==> src/rtl/hdal_pkg.sv <==
// hdal_pkg: shared widths, register codes, side-band word type and the
// CORDIC arctangent table for the heading align steering block.
// No dependencies.
package hdal_pkg;

	localparam int ANG_W            = 16;
	localparam int RATE_W           = 16;
	localparam int LIM_W            = 15;
	localparam int Z_W              = 32;
	localparam int XY_W             = 20;
	localparam int CFG_IDX_W        = 2;
	localparam int CFG_DATA_W       = 16;
	localparam int CORDIC_STEPS_DEF = 16;
	localparam int CORDIC_STEPS_MAX = 24;

	localparam logic [CFG_IDX_W-1:0] REG_MAX_ROT_ACC    = 2'd0;
	localparam logic [CFG_IDX_W-1:0] REG_ARRIVED_RADIUS = 2'd1;

	localparam logic [LIM_W-1:0] MAX_ROT_ACC_RST    = 15'd256;
	localparam logic [ANG_W-1:0] ARRIVED_RADIUS_RST = 16'd3277;

	localparam logic [Z_W-1:0] Z_HALF_TURN = 32'h8000_0000;
	localparam logic [Z_W-1:0] Z_ROUND     = 32'h0000_8000;

	typedef struct packed {
		logic                     vld;
		logic                     zero;
		logic [ANG_W-1:0]         facing;
		logic signed [RATE_W-1:0] rot_vel;
	} hdal_side_t;

	// atan(2^-i) in units of 2^32 per full turn
	function automatic logic [Z_W-1:0] atan_at(input int i);
		logic [Z_W-1:0] a;
		case (i)
			0:       a = 32'h2000_0000;
			1:       a = 32'h12E4_051E;
			2:       a = 32'h09FB_385B;
			3:       a = 32'h0511_11D4;
			4:       a = 32'h028B_0D43;
			5:       a = 32'h0145_D7E1;
			6:       a = 32'h00A2_F61E;
			7:       a = 32'h0051_7C55;
			8:       a = 32'h0028_BE53;
			9:       a = 32'h0014_5F2F;
			10:      a = 32'h000A_2F98;
			11:      a = 32'h0005_17CC;
			12:      a = 32'h0002_8BE6;
			13:      a = 32'h0001_45F3;
			14:      a = 32'h0000_A2FA;
			15:      a = 32'h0000_517D;
			16:      a = 32'h0000_28BE;
			17:      a = 32'h0000_145F;
			18:      a = 32'h0000_0A30;
			19:      a = 32'h0000_0518;
			20:      a = 32'h0000_028C;
			21:      a = 32'h0000_0146;
			22:      a = 32'h0000_00A3;
			23:      a = 32'h0000_0051;
			default: a = '0;
		endcase
		return a;
	endfunction

endpackage

==> src/rtl/hdal_cell.sv <==
// hdal_cell: one CORDIC vectoring micro-rotation with its output register.
// Depends on hdal_pkg.
module hdal_cell #(
	parameter int STEP = 0
) (
	input  logic                                clk,
	input  logic                                arst_n,
	input  logic                                en,
	input  logic signed [hdal_pkg::XY_W-1:0]    x_in,
	input  logic signed [hdal_pkg::XY_W-1:0]    y_in,
	input  logic [hdal_pkg::Z_W-1:0]            z_in,
	input  hdal_pkg::hdal_side_t                side_in,
	output logic signed [hdal_pkg::XY_W-1:0]    x_out,
	output logic signed [hdal_pkg::XY_W-1:0]    y_out,
	output logic [hdal_pkg::Z_W-1:0]            z_out,
	output hdal_pkg::hdal_side_t                side_out
);
	import hdal_pkg::*;

	localparam logic [Z_W-1:0] ATAN = atan_at(STEP);

	logic signed [XY_W-1:0] dx, dy, x_nx, y_nx;
	logic [Z_W-1:0]         z_nx;
	logic                   vld_q;
	hdal_side_t             side_q;

	always_comb begin
		dx = y_in >>> STEP;
		dy = x_in >>> STEP;
		if (y_in > 0) begin
			x_nx = x_in + dx;
			y_nx = y_in - dy;
			z_nx = z_in + ATAN;
		end else begin
			x_nx = x_in - dx;
			y_nx = y_in + dy;
			z_nx = z_in - ATAN;
		end
	end

	always_ff @(posedge clk or negedge arst_n) begin
		if (!arst_n) begin
			vld_q <= 1'b0;
		end else if (en) begin
			vld_q <= side_in.vld;
		end
	end

	always_ff @(posedge clk) begin
		if (en) begin
			x_out  <= x_nx;
			y_out  <= y_nx;
			z_out  <= z_nx;
			side_q <= side_in;
		end
	end

	always_comb begin
		side_out     = side_q;
		side_out.vld = vld_q;
	end

endmodule

==> src/rtl/hdal_post.sv <==
// hdal_post: heading error, target turn rate and saturated acceleration,
// three register stages ending in the output register. Depends on hdal_pkg.
module hdal_post (
	input  logic                                clk,
	input  logic                                arst_n,
	input  logic                                en,
	input  logic [hdal_pkg::Z_W-1:0]            z_in,
	input  hdal_pkg::hdal_side_t                side_in,
	input  logic [hdal_pkg::LIM_W-1:0]          max_rot_acc,
	input  logic [hdal_pkg::ANG_W-1:0]          arrived_radius,
	output logic                                vld_out,
	output logic signed [hdal_pkg::RATE_W-1:0]  acc_out
);
	import hdal_pkg::*;

	localparam int PROD_W = LIM_W + ANG_W;
	localparam int ACC_W  = RATE_W + 4;

	// stage 1 inputs
	logic [Z_W-1:0]   z_rnd;
	logic [ANG_W-1:0] tgt, err, mag;
	logic             pos, neg;

	// stage 1
	logic                     vld_s1, pos_s1, neg_s1, arr_s1;
	logic [ANG_W-1:0]         mag_s1;
	logic signed [RATE_W-1:0] rv_s1;

	// stage 2
	logic                     vld_s2, pos_s2, neg_s2, arr_s2;
	logic [PROD_W-1:0]        prod_s2;
	logic signed [RATE_W-1:0] rv_s2;

	// stage 3 logic
	logic signed [RATE_W:0]  rate_abs, rate;
	logic signed [ACC_W-1:0] acc, lim_p, lim_n, acc_sat;

	logic                     vld_q;
	logic signed [RATE_W-1:0] acc_q;

	always_comb begin
		z_rnd = z_in + Z_ROUND;
		tgt   = side_in.zero ? '0 : z_rnd[Z_W-1 -: ANG_W];
		err   = tgt - side_in.facing;
		pos   = (err != '0) && (err <= 16'h8000);
		neg   = err > 16'h8000;
		mag   = neg ? (~err + 16'd1) : err;
	end

	always_ff @(posedge clk or negedge arst_n) begin
		if (!arst_n) begin
			vld_s1 <= 1'b0;
			vld_s2 <= 1'b0;
			vld_q  <= 1'b0;
		end else if (en) begin
			vld_s1 <= side_in.vld;
			vld_s2 <= vld_s1;
			vld_q  <= vld_s2;
		end
	end

	always_ff @(posedge clk) begin
		if (en) begin
			pos_s1  <= pos;
			neg_s1  <= neg;
			arr_s1  <= mag < arrived_radius;
			mag_s1  <= mag;
			rv_s1   <= side_in.rot_vel;
			pos_s2  <= pos_s1;
			neg_s2  <= neg_s1;
			arr_s2  <= arr_s1;
			rv_s2   <= rv_s1;
			prod_s2 <= PROD_W'(max_rot_acc) * PROD_W'(mag_s1);
			acc_q   <= acc_sat[RATE_W-1:0];
		end
	end

	always_comb begin
		rate_abs = arr_s2 ? (RATE_W+1)'(rv_s2)
		                  : $signed({1'b0, prod_s2[PROD_W-1 -: RATE_W]});
		if (pos_s2) begin
			rate = rate_abs;
		end else if (neg_s2) begin
			rate = -rate_abs;
		end else begin
			rate = '0;
		end
		acc   = (ACC_W'(rate) - ACC_W'(rv_s2)) <<< 1;
		lim_p = $signed({{(ACC_W-LIM_W){1'b0}}, max_rot_acc});
		lim_n = -lim_p;
		if (acc > lim_p) begin
			acc_sat = lim_p;
		end else if (acc < lim_n) begin
			acc_sat = lim_n;
		end else begin
			acc_sat = acc;
		end
	end

	assign vld_out = vld_q;
	assign acc_out = acc_q;

endmodule

==> src/rtl/heading_align_steering.sv <==
// heading_align_steering: top level; input register, CORDIC cell chain,
// post stages and configuration registers. Depends on hdal_pkg, hdal_cell, hdal_post.
//
// channel  signals                                  direction
// input    in_valid in_stall vel_x vel_y facing rot_vel  in (in_stall out)
// output   out_valid out_stall rot_acc              out (out_stall in)
// config   cfg_valid cfg_ready cfg_index cfg_data   in (cfg_ready out)
//
// One word per cycle while the output word is not stalled; registers in order:
// input register, one cell per micro-rotation, two post stages, output register.
// The whole pipeline holds while the output word is stalled.
// Reset clears valid bits and loads the register reset values.
module heading_align_steering #(
	parameter int CORDIC_STEPS = hdal_pkg::CORDIC_STEPS_DEF
) (
	input  logic                                  clk,
	input  logic                                  arst_n,
	input  logic                                  in_valid,
	output logic                                  in_stall,
	input  logic signed [hdal_pkg::RATE_W-1:0]    vel_x,
	input  logic signed [hdal_pkg::RATE_W-1:0]    vel_y,
	input  logic [hdal_pkg::ANG_W-1:0]            facing,
	input  logic signed [hdal_pkg::RATE_W-1:0]    rot_vel,
	output logic                                  out_valid,
	input  logic                                  out_stall,
	output logic signed [hdal_pkg::RATE_W-1:0]    rot_acc,
	input  logic                                  cfg_valid,
	output logic                                  cfg_ready,
	input  logic [hdal_pkg::CFG_IDX_W-1:0]        cfg_index,
	input  logic [hdal_pkg::CFG_DATA_W-1:0]       cfg_data
);
	import hdal_pkg::*;

	logic                   en;
	logic [LIM_W-1:0]       max_rot_acc_q;
	logic [ANG_W-1:0]       arrived_radius_q;
	logic signed [XY_W-1:0] x0, y0;
	logic [Z_W-1:0]         z0;
	logic                   in_vld_q;
	hdal_side_t             side0;

	logic signed [XY_W-1:0] x_c [0:CORDIC_STEPS];
	logic signed [XY_W-1:0] y_c [0:CORDIC_STEPS];
	logic [Z_W-1:0]         z_c [0:CORDIC_STEPS];
	hdal_side_t             s_c [0:CORDIC_STEPS];

	assign en        = !(out_valid && out_stall);
	assign in_stall  = !en;
	assign cfg_ready = 1'b1;

	always_ff @(posedge clk or negedge arst_n) begin
		if (!arst_n) begin
			max_rot_acc_q    <= MAX_ROT_ACC_RST;
			arrived_radius_q <= ARRIVED_RADIUS_RST;
		end else if (cfg_valid) begin
			unique case (cfg_index)
				REG_MAX_ROT_ACC:    max_rot_acc_q    <= cfg_data[LIM_W-1:0];
				REG_ARRIVED_RADIUS: arrived_radius_q <= cfg_data;
				default: ;
			endcase
		end
	end

	// start vector (vel_y, -vel_x), turned by pi into the right half plane
	always_comb begin
		x0 = XY_W'(vel_y);
		y0 = -XY_W'(vel_x);
		z0 = '0;
		if (x0 < 0) begin
			x0 = -x0;
			y0 = -y0;
			z0 = Z_HALF_TURN;
		end
	end

	always_ff @(posedge clk or negedge arst_n) begin
		if (!arst_n) begin
			in_vld_q <= 1'b0;
		end else if (en) begin
			in_vld_q <= in_valid;
		end
	end

	always_ff @(posedge clk) begin
		if (en) begin
			x_c[0]            <= x0;
			y_c[0]            <= y0;
			z_c[0]            <= z0;
			side0.vld         <= in_valid;
			side0.zero        <= (vel_x == '0) && (vel_y == '0);
			side0.facing      <= facing;
			side0.rot_vel     <= rot_vel;
		end
	end

	always_comb begin
		s_c[0]     = side0;
		s_c[0].vld = in_vld_q;
	end

	for (genvar i = 0; i < CORDIC_STEPS; i++) begin : g_cell
		hdal_cell #(.STEP(i)) u_cell (
			.clk     (clk),
			.arst_n  (arst_n),
			.en      (en),
			.x_in    (x_c[i]),
			.y_in    (y_c[i]),
			.z_in    (z_c[i]),
			.side_in (s_c[i]),
			.x_out   (x_c[i+1]),
			.y_out   (y_c[i+1]),
			.z_out   (z_c[i+1]),
			.side_out(s_c[i+1])
		);
	end

	hdal_post u_post (
		.clk           (clk),
		.arst_n        (arst_n),
		.en            (en),
		.z_in          (z_c[CORDIC_STEPS]),
		.side_in       (s_c[CORDIC_STEPS]),
		.max_rot_acc   (max_rot_acc_q),
		.arrived_radius(arrived_radius_q),
		.vld_out       (out_valid),
		.acc_out       (rot_acc)
	);

endmodule
==> config.mk <==
export PLATFORM = sky130hd
export DESIGN_NAME = heading_align_steering
export DESIGN_NICKNAME = d
export VERILOG_FILES = /design/src/rtl/hdal_pkg.sv /design/src/rtl/hdal_cell.sv /design/src/rtl/hdal_post.sv /design/src/rtl/heading_align_steering.sv
export SDC_FILE = /design/constraint.sdc
export NUM_CORES = 2
export LEC_CHECK = 0
export ABC_AREA = 0
export BUFFER_PORTS_ARGS = -buffer_cell sky130_fd_sc_hd__clkbuf_2
export CORE_UTILIZATION = 62
export DETAILED_ROUTE_END_ITERATION = 16
export PLACE_DENSITY = 0.78
export SLEW_MARGIN = 15
export SYNTH_ARGS = -nofsm -noshare
export SYNTH_HDL_FRONTEND = slang
export SYNTH_SLANG_ARGS = --single-unit
==> constraint.sdc <==
create_clock -name clk -period 73.8 [get_ports clk]
set_clock_uncertainty 0.05 [all_clocks]
set_input_delay 3.69 -clock clk [delete_from_list [all_inputs] [get_ports clk]]
set_output_delay 3.69 -clock clk [all_outputs]
set_load 0.005 [all_outputs]
==> flow_metrics.env <==
export IMPL_start_kind="input port"
export IMPL_dr_wl_met2_mm=120
export IMPL_core_area_um2=185000
export IMPL_cts_resized=0
export IMPL_top_layer="met4"
export IMPL_hold_viol=0
export IMPL_firstDrtPassIters=8
export IMPL_final_area_um2=125000
export IMPL_syn_inst=10700
export IMPL_ctsHoldBuffers=0
export IMPL_die_w_um=434
export IMPL_antenna_found_initial=8
export IMPL_fin_nets=12300
export IMPL_area_growth_synth_to_final_pct=8.31
export IMPL_drc=0
export IMPL_critical_path_class="input port to output pin"
export IMPL_vias=80100
export IMPL_syn_avg_cell_area_um2=10.9
export IMPL_cts_max_level=4
export IMPL_fp_dieH_um=434
export IMPL_fin_ws_ps=65680
export IMPL_worst_pin_slew_ps=1140
export IMPL_cp_end_kind="output pin"
export IMPL_start_util=0.625
export IMPL_r2r_end="g_cell[7].u_cell.y_out[19]"
export IMPL_required_ps=70060
export IMPL_drv_cap=0
export IMPL_min_period_ps=8120
export IMPL_placedInstanceArea_um2=119000
export IMPL_core_rowCount=158
export IMPL_finalSetupTns_ps=0
export IMPL_arrival_ps=4380
export IMPL_worst_hold_path_type="register to register"
export IMPL_gp_congestion=0.930
export IMPL_syn_area_um2=116000
export IMPL_fillers=13900
export IMPL_clk_pin_slew_ps=60
export IMPL_rrSetupSlack_ps=66270
export IMPL_grt_pass1_vias=78800
export IMPL_cts_made_buffers=184
export IMPL_totalWireLength_mm=244
export IMPL_dieArea_um2=189000
export IMPL_post_cts_setup_buffers=0
export IMPL_clkLatencyLatePin_ps=870
export IMPL_drt_initial_drc_count=5775
export IMPL_cts_max_path_buffers=3
export IMPL_status="finished, final reports clean"
export IMPL_synthArstFlopShare=0.0295
export IMPL_cts_root_buf="clkbuf_16"
export IMPL_holdPathEnd="g_cell[7].u_cell.side_out[29]"
export IMPL_worstHoldPathCells=0
export IMPL_yosysTopAreaCell="edfxtp_1"
export IMPL_ys_seq_area_frac=0.446
export IMPL_io_pins=106
export IMPL_m1WireLength_mm=103
export IMPL_final_common_cell="edfxtp_1"
export IMPL_synth_warnings=0
export IMPL_cts_tree="done"
export IMPL_finalCritPeriodShare=0.110
export IMPL_wl_met3_mm=10.8
export IMPL_rr_worst_depth=23
export IMPL_netlist_area_leader_share=0.435
export IMPL_dp_slack_ps=65640
export IMPL_synth_ff_type="edfxtp_1"
export IMPL_cp_max_fo=18
export IMPL_final_setup_viol_count=0
export IMPL_portBuffers=104
export IMPL_ant_nets=0
export IMPL_grt_max_degree=181
export IMPL_synth_edff_count=1678
export IMPL_dp_hpwl_mm=184
export IMPL_synth_distinct_cells=102
export IMPL_slew_viol_final=0
export IMPL_ys_ff_latch=1729
export IMPL_r2r_start="g_cell[6].u_cell.y_out[10]"
export IMPL_rsz0062_at_grt="no"
export IMPL_avgViaCountPerCell=5.96
export IMPL_avgRoutedWirePerCell_um=18.1
export IMPL_gr_total_overflow=0
export IMPL_synth_area_top_cells="edfxtp_1, ha_1, xnor2_1"
export IMPL_mostFrequentLayoutCells="edfxtp_1, ha_1, xnor2_1"
export IMPL_hold_start="g_cell[6].u_cell.side_out[29]"
export IMPL_fmax_mhz=123
export IMPL_drive_gt1_frac=0.0554
export IMPL_cts_sinks=1729
export IMPL_postLayoutCoreUtil=0.677
export IMPL_grt_use_total=0.258
export IMPL_slew_headroom=0.239
export IMPL_grt_pass1_wl_mm=395
==> kinds of logic (layout without fill, tap and decap cells) <==
group / count (synthesis) / after routing / share of synthesized area
DFF: 1729 / 1729 / 0.446
other: 2 / 6 / 0.0000648
buffers and inverters: 850 / 1164 / 0.0279
adders and majority gates: 1409 / 1409 / 0.167
xor gates and xnor gates: 1227 / 1227 / 0.0928
AOI/OAI and AO/OA: 2469 / 2469 / 0.138
and+or+nand+nor: 2873 / 2873 / 0.120
muxes: 95 / 95 / 0.00879
==> critical path, stage by stage <==
cell and delay, ps:
clkbuf_2 100, nand2_4 280, inv_1 160, clkbuf_2 140
==> area by class of cell <==
cell class / instances / area (um2) / share of cell area
Sequential cell: 1729 / 51700 / 0.412
Inverter: 674 / 2530 / 0.0202
Timing Repair Buffer: 148 / 901 / 0.00718
Antenna cell: 1 / 2.50 / 0.0000199
Clock inverter: 125 / 1510 / 0.0121
Multi-Input combinational cell: 8078 / 61000 / 0.486
Clock buffer: 217 / 4760 / 0.0379
Tap cell: 2480 / 3100 / 0.0247
==> cells in the mapped netlist (all sizes together), types with 85 or more instances <==
cell / n
xor2: 321
clkbuf: 143
edfxtp: 1678
a21o: 268
nand3: 196
xnor2: 906
nor2: 879
o21ai: 536
o21bai: 118
and3: 92
or3: 85
nand2b: 141
fa: 222
ha: 1187
o21a: 186
inv: 672
nand2: 612
and2: 165
a21oi: 726
nor2b: 140
nor3: 301
==> worst max path at each step <==
stage	to	slack (ps)	startpoint
global route	in_stall	65610	out_stall
finish	in_stall	65680	out_stall
global placement	in_stall	65630	out_stall
floorplan	g_cell[0].u_cell.vld_q	18870	out_stall
detailed placement	in_stall	65640	out_stall
CTS	in_stall	65640	out_stall
==> through the flow <==
stage / hold slack (ps) / std cells
6_report: 331 / 13500
5_1_grt: 342 / 13500
4_1_cts: 333 / 13500
3_5_place_dp: 355 / 13100
3_3_place_gp: 350 / 13100
2_1_floorplan: 350 / 10700
==> flip-flops by register name, summed over array words and instances, names as in the netlist, 15 cells and up <==
signal,cells
arrived_radius_q,16
u_post.prod_s2,16
u_post.acc_out,16
max_rot_acc_q,15
y_c,20
s_c,33
g_cell.u_cell.side_out,528
g_cell.u_cell.x_out,265
u_post.rv_s1,16
x_c,20
u_post.mag_s1,16
u_post.rv_s2,16
g_cell.u_cell.y_out,300
g_cell.u_cell.z_out,425
g_cell.u_cell.vld_q,16
==> metal layers <==
layer / vias to the layer above / GRT usage
met5: - / 0
met3: 537 / 0.0345
li1: 39300 / -
met2: 2052 / 0.450
met1: 38200 / 0.321
met4: 0 / 0.109
Power is not shown: default switching activity piles up to over one toggle a cycle in this logic, so the estimate is an artifact.
